## src/mgq_pkg.sv

```systemverilog
// Shared types, codes and helpers for the MIDI gate event queue.
`timescale 1ns / 1ps
package mgq_pkg;

	localparam int QUEUE_DEPTH = 32;
	localparam int QPTR_W      = (QUEUE_DEPTH > 1) ? $clog2(QUEUE_DEPTH) : 1;

	localparam int CMDQ_DEPTH  = 2;
	localparam int CMDQ_AW     = $clog2(CMDQ_DEPTH);
	localparam int CMDQ_CW     = $clog2(CMDQ_DEPTH + 1);

	typedef logic [QPTR_W-1:0]  qptr_t;
	typedef logic [CMDQ_AW-1:0] cmdq_ptr_t;
	typedef logic [CMDQ_CW-1:0] cmdq_cnt_t;

	localparam logic OP_MSG = 1'b0;
	localparam logic OP_POP = 1'b1;

	localparam logic [1:0] MSG_NOTE_ON  = 2'd0;
	localparam logic [1:0] MSG_NOTE_OFF = 2'd1;
	localparam logic [1:0] MSG_STOP     = 2'd2;
	localparam logic [1:0] MSG_OTHER    = 2'd3;

	localparam logic [1:0] KIND_ON   = 2'd0;
	localparam logic [1:0] KIND_OFF  = 2'd1;
	localparam logic [1:0] KIND_STOP = 2'd2;

	localparam logic [1:0] CMD_NOP  = 2'd0;
	localparam logic [1:0] CMD_POP  = 2'd1;
	localparam logic [1:0] CMD_PUSH = 2'd2;

	localparam logic [1:0] GATE_KEEP  = 2'd0;
	localparam logic [1:0] GATE_OPEN  = 2'd1;
	localparam logic [1:0] GATE_CLOSE = 2'd2;
	localparam logic [1:0] GATE_CLEAR = 2'd3;

	localparam logic [4:0] GATE_CH_LO = 5'd3;
	localparam logic [4:0] GATE_CH_HI = 5'd5;

	typedef struct packed {
		logic        op;
		logic [1:0]  msg_type;
		logic [4:0]  channel;
		logic [6:0]  data_one;
		logic [6:0]  data_two;
		logic [31:0] time_stamp;
	} mgq_in_t;

	typedef struct packed {
		logic [2:0]  gate_bits;
		logic        queue_empty;
		logic [31:0] head_time;
		logic [4:0]  head_channel;
		logic [6:0]  head_note;
		logic [6:0]  head_velocity;
		logic [1:0]  head_kind;
	} mgq_out_t;

	typedef struct packed {
		logic [1:0]  kind;
		logic [6:0]  velocity;
		logic [6:0]  note;
		logic [4:0]  channel;
		logic [31:0] time_stamp;
	} mgq_event_t;

	localparam int EVENT_W = $bits(mgq_event_t);

	typedef struct packed {
		logic [1:0] kind;
		logic [1:0] gate_op;
		logic [1:0] gate_idx;
		mgq_event_t ev;
	} mgq_cmd_t;

	function automatic qptr_t qptr_next(qptr_t p);
		return (p == qptr_t'(QUEUE_DEPTH - 1)) ? '0 : p + qptr_t'(1);
	endfunction

endpackage

```

## src/mgq_ram.sv

```systemverilog
// Generic single-write, single-read RAM with registered read data.
`timescale 1ns / 1ps
module mgq_ram #(
	parameter int WIDTH = 8,
	parameter int DEPTH = 16
) (
	input  logic                                     clk,
	input  logic                                     we,
	input  logic [((DEPTH > 1) ? $clog2(DEPTH) : 1)-1:0] waddr,
	input  logic [WIDTH-1:0]                         wdata,
	input  logic [((DEPTH > 1) ? $clog2(DEPTH) : 1)-1:0] raddr,
	output logic [WIDTH-1:0]                         rdata
);

	logic [WIDTH-1:0] mem_q [DEPTH];

	always_ff @(posedge clk) begin
		if (we) begin
			mem_q[waddr] <= wdata;
		end
		rdata <= mem_q[raddr];
	end

endmodule

```

## src/mgq_front.sv

```systemverilog
// Front end: accepts input transactions and classifies them into commands.
`timescale 1ns / 1ps
module mgq_front (
	input  logic             start,
	input  mgq_pkg::mgq_in_t item,
	input  logic             cmdq_full,
	output logic             busy,
	output logic             cmdq_wr,
	output mgq_pkg::mgq_cmd_t cmd
);
	import mgq_pkg::*;

	logic       gate_hit;
	logic [1:0] ch_off;

	assign busy    = cmdq_full;
	assign cmdq_wr = start && !cmdq_full;

	assign gate_hit = (item.channel >= GATE_CH_LO) && (item.channel <= GATE_CH_HI);
	assign ch_off   = 2'(item.channel - GATE_CH_LO);

	always_comb begin
		cmd                = '0;
		cmd.kind           = CMD_NOP;
		cmd.gate_op        = GATE_KEEP;
		cmd.gate_idx       = ch_off;
		cmd.ev.time_stamp  = item.time_stamp;
		cmd.ev.channel     = item.channel;
		cmd.ev.note        = item.data_one;
		cmd.ev.velocity    = item.data_two;
		cmd.ev.kind        = KIND_ON;
		if (item.op == OP_POP) begin
			cmd.kind = CMD_POP;
		end else begin
			unique case (item.msg_type)
				MSG_NOTE_ON: begin
					cmd.kind = CMD_PUSH;
					// zero velocity means note-off
					if (item.data_two == 7'd0) begin
						cmd.ev.kind = KIND_OFF;
						cmd.gate_op = gate_hit ? GATE_CLOSE : GATE_KEEP;
					end else begin
						cmd.ev.kind = KIND_ON;
						cmd.gate_op = gate_hit ? GATE_OPEN : GATE_KEEP;
					end
				end
				MSG_NOTE_OFF: begin
					cmd.kind    = CMD_PUSH;
					cmd.ev.kind = KIND_OFF;
					cmd.gate_op = gate_hit ? GATE_CLOSE : GATE_KEEP;
				end
				MSG_STOP: begin
					cmd.kind        = CMD_PUSH;
					cmd.ev.kind     = KIND_STOP;
					cmd.ev.note     = 7'd0;
					cmd.ev.velocity = 7'd0;
					cmd.gate_op     = GATE_CLEAR;
				end
				MSG_OTHER: begin
					cmd.kind = CMD_NOP;
				end
				default: begin
					cmd.kind = CMD_NOP;
				end
			endcase
		end
	end

endmodule

```

## src/mgq_cmdq.sv

```systemverilog
// Short command queue between the front end and the back end.
`timescale 1ns / 1ps
module mgq_cmdq (
	input  logic              clk,
	input  logic              arst_n,
	input  logic              wr,
	input  mgq_pkg::mgq_cmd_t wcmd,
	input  logic              rd,
	output logic              full,
	output logic              nonempty,
	output mgq_pkg::mgq_cmd_t rcmd
);
	import mgq_pkg::*;

	mgq_cmd_t  slot_q [CMDQ_DEPTH];
	cmdq_ptr_t wptr_q;
	cmdq_ptr_t rptr_q;
	cmdq_cnt_t cnt_q;

	logic do_wr;
	logic do_rd;

	assign full     = (cnt_q == cmdq_cnt_t'(CMDQ_DEPTH));
	assign nonempty = (cnt_q != '0);
	assign rcmd     = slot_q[rptr_q];
	assign do_wr    = wr && !full;
	assign do_rd    = rd && nonempty;

	function automatic cmdq_ptr_t ptr_next(cmdq_ptr_t p);
		return (p == cmdq_ptr_t'(CMDQ_DEPTH - 1)) ? '0 : p + cmdq_ptr_t'(1);
	endfunction

	always_ff @(posedge clk) begin
		if (do_wr) begin
			slot_q[wptr_q] <= wcmd;
		end
	end

	always_ff @(posedge clk or negedge arst_n) begin
		if (!arst_n) begin
			wptr_q <= '0;
			rptr_q <= '0;
			cnt_q  <= '0;
		end else begin
			if (do_wr) begin
				wptr_q <= ptr_next(wptr_q);
			end
			if (do_rd) begin
				rptr_q <= ptr_next(rptr_q);
			end
			unique case ({do_wr, do_rd})
				2'b10:   cnt_q <= cnt_q + cmdq_cnt_t'(1);
				2'b01:   cnt_q <= cnt_q - cmdq_cnt_t'(1);
				default: cnt_q <= cnt_q;
			endcase
		end
	end

endmodule

```

## src/mgq_back.sv

```systemverilog
// Back end: executes commands on the event ring and gate flags, emits results.
`timescale 1ns / 1ps
module mgq_back (
	input  logic              clk,
	input  logic              arst_n,
	input  logic              cmd_valid,
	input  mgq_pkg::mgq_cmd_t cmd,
	output logic              cmd_rd,
	output logic              done,
	output mgq_pkg::mgq_out_t result
);
	import mgq_pkg::*;

	localparam logic [1:0] ST_IDLE = 2'd0;
	localparam logic [1:0] ST_READ = 2'd1;
	localparam logic [1:0] ST_EMIT = 2'd2;

	logic [1:0] state_q;
	qptr_t      wptr_q;
	qptr_t      rptr_q;
	logic [2:0] gates_q;
	logic       done_q;
	mgq_out_t   res_q;

	logic       exec;
	logic       ram_we;
	logic [EVENT_W-1:0] ram_rdata;
	mgq_event_t head_ev;
	logic [2:0] gate_bit;
	logic       empty;

	assign exec     = (state_q == ST_IDLE) && cmd_valid;
	assign cmd_rd   = exec;
	assign ram_we   = exec && (cmd.kind == CMD_PUSH);
	assign head_ev  = mgq_event_t'(ram_rdata);
	assign gate_bit = 3'b001 << cmd.gate_idx;
	assign empty    = (wptr_q == rptr_q);
	assign done     = done_q;
	assign result   = res_q;

	mgq_ram #(
		.WIDTH(EVENT_W),
		.DEPTH(QUEUE_DEPTH)
	) u_ram (
		.clk   (clk),
		.we    (ram_we),
		.waddr (wptr_q),
		.wdata (cmd.ev),
		.raddr (rptr_q),
		.rdata (ram_rdata)
	);

	always_ff @(posedge clk or negedge arst_n) begin
		if (!arst_n) begin
			state_q <= ST_IDLE;
			wptr_q  <= '0;
			rptr_q  <= '0;
			gates_q <= '0;
			done_q  <= 1'b0;
		end else begin
			done_q <= 1'b0;
			unique case (state_q)
				ST_IDLE: begin
					if (cmd_valid) begin
						state_q <= ST_READ;
						unique case (cmd.kind)
							CMD_PUSH: begin
								// drop the oldest event when the ring is full
								if (qptr_next(wptr_q) == rptr_q) begin
									rptr_q <= qptr_next(rptr_q);
								end
								wptr_q <= qptr_next(wptr_q);
							end
							CMD_POP: begin
								if (!empty) begin
									rptr_q <= qptr_next(rptr_q);
								end
							end
							default: begin
							end
						endcase
						unique case (cmd.gate_op)
							GATE_OPEN:  gates_q <= gates_q | gate_bit;
							GATE_CLOSE: gates_q <= gates_q & ~gate_bit;
							GATE_CLEAR: gates_q <= '0;
							default:    gates_q <= gates_q;
						endcase
					end
				end
				ST_READ: begin
					state_q <= ST_EMIT;
				end
				ST_EMIT: begin
					state_q <= ST_IDLE;
					done_q  <= 1'b1;
				end
				default: begin
					state_q <= ST_IDLE;
				end
			endcase
		end
	end

	always_ff @(posedge clk) begin
		if (state_q == ST_EMIT) begin
			res_q.gate_bits   <= gates_q;
			res_q.queue_empty <= empty;
			if (empty) begin
				res_q.head_time     <= '0;
				res_q.head_channel  <= '0;
				res_q.head_note     <= '0;
				res_q.head_velocity <= '0;
				res_q.head_kind     <= '0;
			end else begin
				res_q.head_time     <= head_ev.time_stamp;
				res_q.head_channel  <= head_ev.channel;
				res_q.head_note     <= head_ev.note;
				res_q.head_velocity <= head_ev.velocity;
				res_q.head_kind     <= head_ev.kind;
			end
		end
	end

endmodule

```

## src/midi_gate_event_queue.sv

```systemverilog
// Top level of the MIDI gate event queue: front end, command queue, back end.
`timescale 1ns / 1ps
// Usage:
//   Input channel: drive item and raise start; the transaction is taken at a
//   rising edge where start is high and busy is low. op selects a MIDI
//   message (note-on, note-off, stop, other) or a pop of the oldest event.
//   Result channel: every input transaction yields exactly one result, shown
//   on result for one cycle with done high. The receiver cannot stall, so
//   it must take the result in that cycle.
//   Path: the command passes the command queue register, then the back end
//   executes it, reads the head from the RAM and registers the result.
//   Sequencing: the back end sequencer (execute, RAM read, emit) works on one
//   transaction at a time around the registered-read event RAM, and takes no
//   new command until it has emitted the result for the last one.
//   A two-entry command queue lets the front take transactions in
//   consecutive cycles until it fills; busy is high while it is full.
//   Reset (arst_n low): empty event ring, all gates closed, command queue
//   empty, no result pending. The event RAM is not cleared; only slots
//   between the read and write pointers are ever reported.
module midi_gate_event_queue (
	input  logic              clk,
	input  logic              arst_n,
	input  logic              start,
	output logic              busy,
	input  mgq_pkg::mgq_in_t  item,
	output logic              done,
	output mgq_pkg::mgq_out_t result
);
	import mgq_pkg::*;

	mgq_cmd_t front_cmd;
	mgq_cmd_t back_cmd;
	logic     cmdq_wr;
	logic     cmdq_rd;
	logic     cmdq_full;
	logic     cmdq_nonempty;

	// Classify the transaction and hand it to the command queue.
	mgq_front u_front (
		.start     (start),
		.item      (item),
		.cmdq_full (cmdq_full),
		.busy      (busy),
		.cmdq_wr   (cmdq_wr),
		.cmd       (front_cmd)
	);

	// Hold commands while the back end works on an earlier one.
	mgq_cmdq u_cmdq (
		.clk      (clk),
		.arst_n   (arst_n),
		.wr       (cmdq_wr),
		.wcmd     (front_cmd),
		.rd       (cmdq_rd),
		.full     (cmdq_full),
		.nonempty (cmdq_nonempty),
		.rcmd     (back_cmd)
	);

	// Advance the ring pointers, update gates, read the head and report it.
	mgq_back u_back (
		.clk       (clk),
		.arst_n    (arst_n),
		.cmd_valid (cmdq_nonempty),
		.cmd       (back_cmd),
		.cmd_rd    (cmdq_rd),
		.done      (done),
		.result    (result)
	);

endmodule

```

## config.mk

```make
export PLATFORM = sky130hd
export DESIGN_NAME = midi_gate_event_queue
export DESIGN_NICKNAME = d
export VERILOG_FILES = /design/src/mgq_pkg.sv /design/src/mgq_ram.sv /design/src/mgq_front.sv /design/src/mgq_cmdq.sv /design/src/mgq_back.sv /design/src/midi_gate_event_queue.sv
export SDC_FILE = /design/constraint.sdc
export NUM_CORES = 2
export LEC_CHECK = 0
export ABC_AREA = 1
export BUFFER_PORTS_ARGS = -buffer_cell sky130_fd_sc_hd__buf_4
export CELL_PAD_IN_SITES_DETAIL_PLACEMENT = 0
export CELL_PAD_IN_SITES_GLOBAL_PLACEMENT = 1
export CORE_UTILIZATION = 55
export DETAILED_ROUTE_END_ITERATION = 6
export PLACE_DENSITY = 0.82
export SYNTH_ARGS = -nofsm -noshare
export SYNTH_HDL_FRONTEND = slang
export SYNTH_HIERARCHICAL = 1
export SYNTH_SLANG_ARGS = --single-unit
```

## constraint.sdc

```tcl
create_clock -name clk -period 6.7 [get_ports clk]
set_input_delay 2.01 -clock clk [delete_from_list [all_inputs] [get_ports clk]]
set_output_delay 2.01 -clock clk [all_outputs]
set_load 0.02 [all_outputs]
```

==> key figures <==
Outcome
  – Status: finished with violations
  – Failing checks: DRC

Synthesis
  – Synth warn: 6
  – Synth Net Count: 6,648
  – Gate count after technology mapping: 6,582
  – Seq/Total Area, Yosys: 74.4%
  – #FFs+latches synth: 1,944
  – Mapped cell area: 77,600 um^2
  – Distinct cells, synth: 33
  – Syn avg cell area: 11.8 um^2

STA
  – Endpoints failing setup: 0
  – Worst Tran Pin Value: 1.38 ns
  – FMAX: 216 MHz
  – Setup ws final: 2.08 ns
  – Slew HR: 8.32%
  – Tcrit/Tclk final: 69.0%
  – Unrepaired setup endpoints after global routing: no
  – Fin Setup TNS: 0 ns
  – Max Slew Vio Count: 0
  – Hold Vio Cnt, Final: 0
  – Clk_skew: 0.0342 ns
  – Period minus WS final: 4.62 ns

CTS
  – Reg clk slew, reported paths: 0.06 ns
  – Hold_buf cts: 0
  – CTS Buf Count: 189
  – Clk root buf: clkbuf_16
  – # H-tree levels: 4
  – TritonCTS clock tree: done
  – Clock Path Buffers: 3
  – # resized after CTS: 0
  – CTS Sinks: 1,944
  – Post-CTS Setup Bufs: 0
  – Skew-Pair Late Insertion Delay: 0.85 ns

Critical path
  – Crit Path Max Fanout: 60
  – Critical path class: reg -> reg
  – Critical-path cell list: buf_4, nand2_1, nand2_1, ha_1, nand2_1, inv_1, nand3_1, nor2_4, buf_4
  – CP max stage cell: nor2_4
  – Most used cell, CP: nand2_1
  – Critical path capture point type: register
  – CP max stage delay: 1.27 ns
  – Crit start category: register
  – Arrival @ worst endpoint: 5.13 ns
  – Critical Path RT: 7.21 ns

Layout
  – Multi-input gate area: 17,500 um^2
  – Syn-to-layout area delta: 10.8%
  – Fill cell count: 10,642
  – Post-Layout Cell Count: 8,619
  – Commonest non-fill, non-tap cell in the layout: nand2_1
  – Reg area: 57,800 um^2
  – Final design utilization: 61.6%
  – Design area: 86,000 um^2
  – Nets: 6,649
  – Share of cells above drive strength 1: 8.29%
  – # diodes: 0
  – Most frequent cells in the layout: nand2_1 (2,625), edfxtp_1 (1,871), nand3_1 (1,300), buf_4 (216), clkbuf_16 (192)

Route
  – Routed Antenna Nets: 0
  – Detail-routed via count per cell: 5.81
  – DR pass1 iterations: 7
  – WL final: 205,000 um
  – DR DRC count: 6
  – Total number of vias: 50,045
  – DR WL/cell: 23.8 um
  – DR iter-0 viols: 6,081

Global route
  – First-pass GRT wire length: 302,000 um
  – Grt ovf: 0
  – Largest net degree at the start of global routing: 204
  – Antenna violations before repair: 7
  – Number of global-route vias before repair: 47,631
  – Aggregate global-route resource usage: 28.9%

Power and ir drop
  – Worst VDD drop: 466 uV
  – Power Dens Cells: 451 nW/um^2
  – Leakage: 31.9 nW

Placement
  – GPL Wtd Cong: 0.807
  – Pre-CTS setup slack: 2.11 ns
  – Port Buffers: 115
  – Dpl cell area: 80,000 um^2
  – Placed cell count: 8,268
  – Hpwl dp: 108,000 um

Floorplan
  – Floorplan row count: 137
  – Height of the chip: 378 um
  – Core ar.: 140,000 um^2
  – Starting Density: 55.6%
  – Die X: 378 um
  – Top Ports: 116
  – Die area: 143,000 um^2

Run
  – Maxcap violations: 0

Worst hold path
  – Hold Path Class: reg -> reg
-- registers in the layout (all words and copies together) (netlist names) --
| register | count |
|---|---|
| u_back/result | 57 |
| u_back/state_q | 2 |
| u_back/rptr_q | 5 |
| u_back/u_ram/mem_q | 1696 |
| u_back/wptr_q | 5 |
| u_cmdq/rptr_q | 1 |
| u_cmdq/slot_q | 118 |
| u_back/done | 1 |
| u_back/gates_q | 3 |
| u_back/u_ram/rdata | 53 |
| u_cmdq/wptr_q | 1 |
| u_cmdq/cnt_q | 2 |
-- power breakdown --
group	switching, mW	total (mW)	internal (mW)
Sequential	0.423	16.3	15.8
Combinational	9.33	12.2	2.87
Clock	4.47	10.4	5.89
-- path summary, 6_finish.rpt --
| kind | start | endpoint | slack (ns) | depth (start not counted) |
|---|---|---|---|---|
| min in group asynchronous | arst_n | u_back/gates_q[1] | 1.07 | 1 |
| max in group asynchronous | arst_n | u_back/rptr_q[1] | 5.34 | 1 |
| min reg2reg | u_back/state_q[1] | u_back/state_q[1] | 0.45 | 1 |
| max | u_cmdq/rptr_q | u_back/u_ram/mem_q[27][48] | 2.08 | 9 |
| max reg2reg | u_cmdq/rptr_q | u_back/u_ram/mem_q[27][48] | 2.08 | 9 |
| min | u_back/state_q[1] | u_back/state_q[1] | 0.45 | 1 |
-- layer usage --
| layer | track usage, % | share of wire, % | vias to the layer above |
|---|---|---|---|
| li1 | - | - | 22696 |
| met1 | 41.0 | 41 | 24575 |
| met2 | 45.5 | 47 | 2439 |
| met3 | 4.67 | 9.2 | 333 |
| met4 | 9.82 | 3.0 | 2 |
| met5 | 0 | 0.0063 | - |
-- critical path, delay by kind of cell (launching register included) --
kind	cells	cell delay [ns]
AND/OR/NAND/NOR	5	2.36
flip-flops	1	0.42
buffers and inverters	3	1.24
adder cells (fa/ha/maj)	1	0.23
-- cells by family (layout without fill, tap and decap cells) --
family	after synthesis	in the layout	synth area share, %
compound gates	20	20	0.131
xor+xnor	3	3	0.0339
fa+ha+maj	9	9	0.145
buf+inv	539	700	3.39
flops	1944	1944	74.4
simple gates	4067	4067	21.9
-- area by class of cell --
type / instances / share of cell area [%]
flip-flops and latches: 1944 / 67.2
multi-input cells: 4099 / 20.4
clock buffers: 252 / 5.88
well taps: 1876 / 2.73
repair buffers: 230 / 2.21
clock inverters: 99 / 1.10
inverters: 119 / 0.566
-- synth_stat cells --
cell,n,area [um^2]
nand2_4,2,22.5
or2_4,1,8.76
xnor2_1,2,17.5
clkinv_1,2,7.51
nor2_8,1,20.0
buf_6,1,11.3
nand3b_4,1,20.0
edfxtp_1,1871,56200
xor2_1,1,8.76
nand3_1,1300,6510
buf_2,261,1310
a21oi_1,9,45.0
or2_1,1,6.26
nor2_2,10,62.6
o21ai_1,1,5.00
o21ai_0,9,45.0
nor3_1,1,5.00
buf_12,1,20.0
buf_1,28,105
inv_2,8,30.0
buf_4,68,510
nand2_1,2626,9860
inv_4,2,12.5
inv_1,107,402
nor2_1,116,435
clkbuf_1,61,229
nor2_4,3,33.8
nand4_1,4,25.0
dfxtp_1,53,1060
ha_1,9,113
a31oi_1,1,6.26
nand2_2,1,6.26
dfrtp_1,20,500
-- metrics by stage --
step / power, mW / hold slack [ns]
after global routing: 40.6 / 0.505
after CTS: 38.9 / 0.455
after detailed placement: 28.6 / 0.447
after global placement: 28.4 / 0.443
final: 38.8 / 0.455
after floorplan: 24.3 / 0.422
Power figures use the tool's default switching activity.
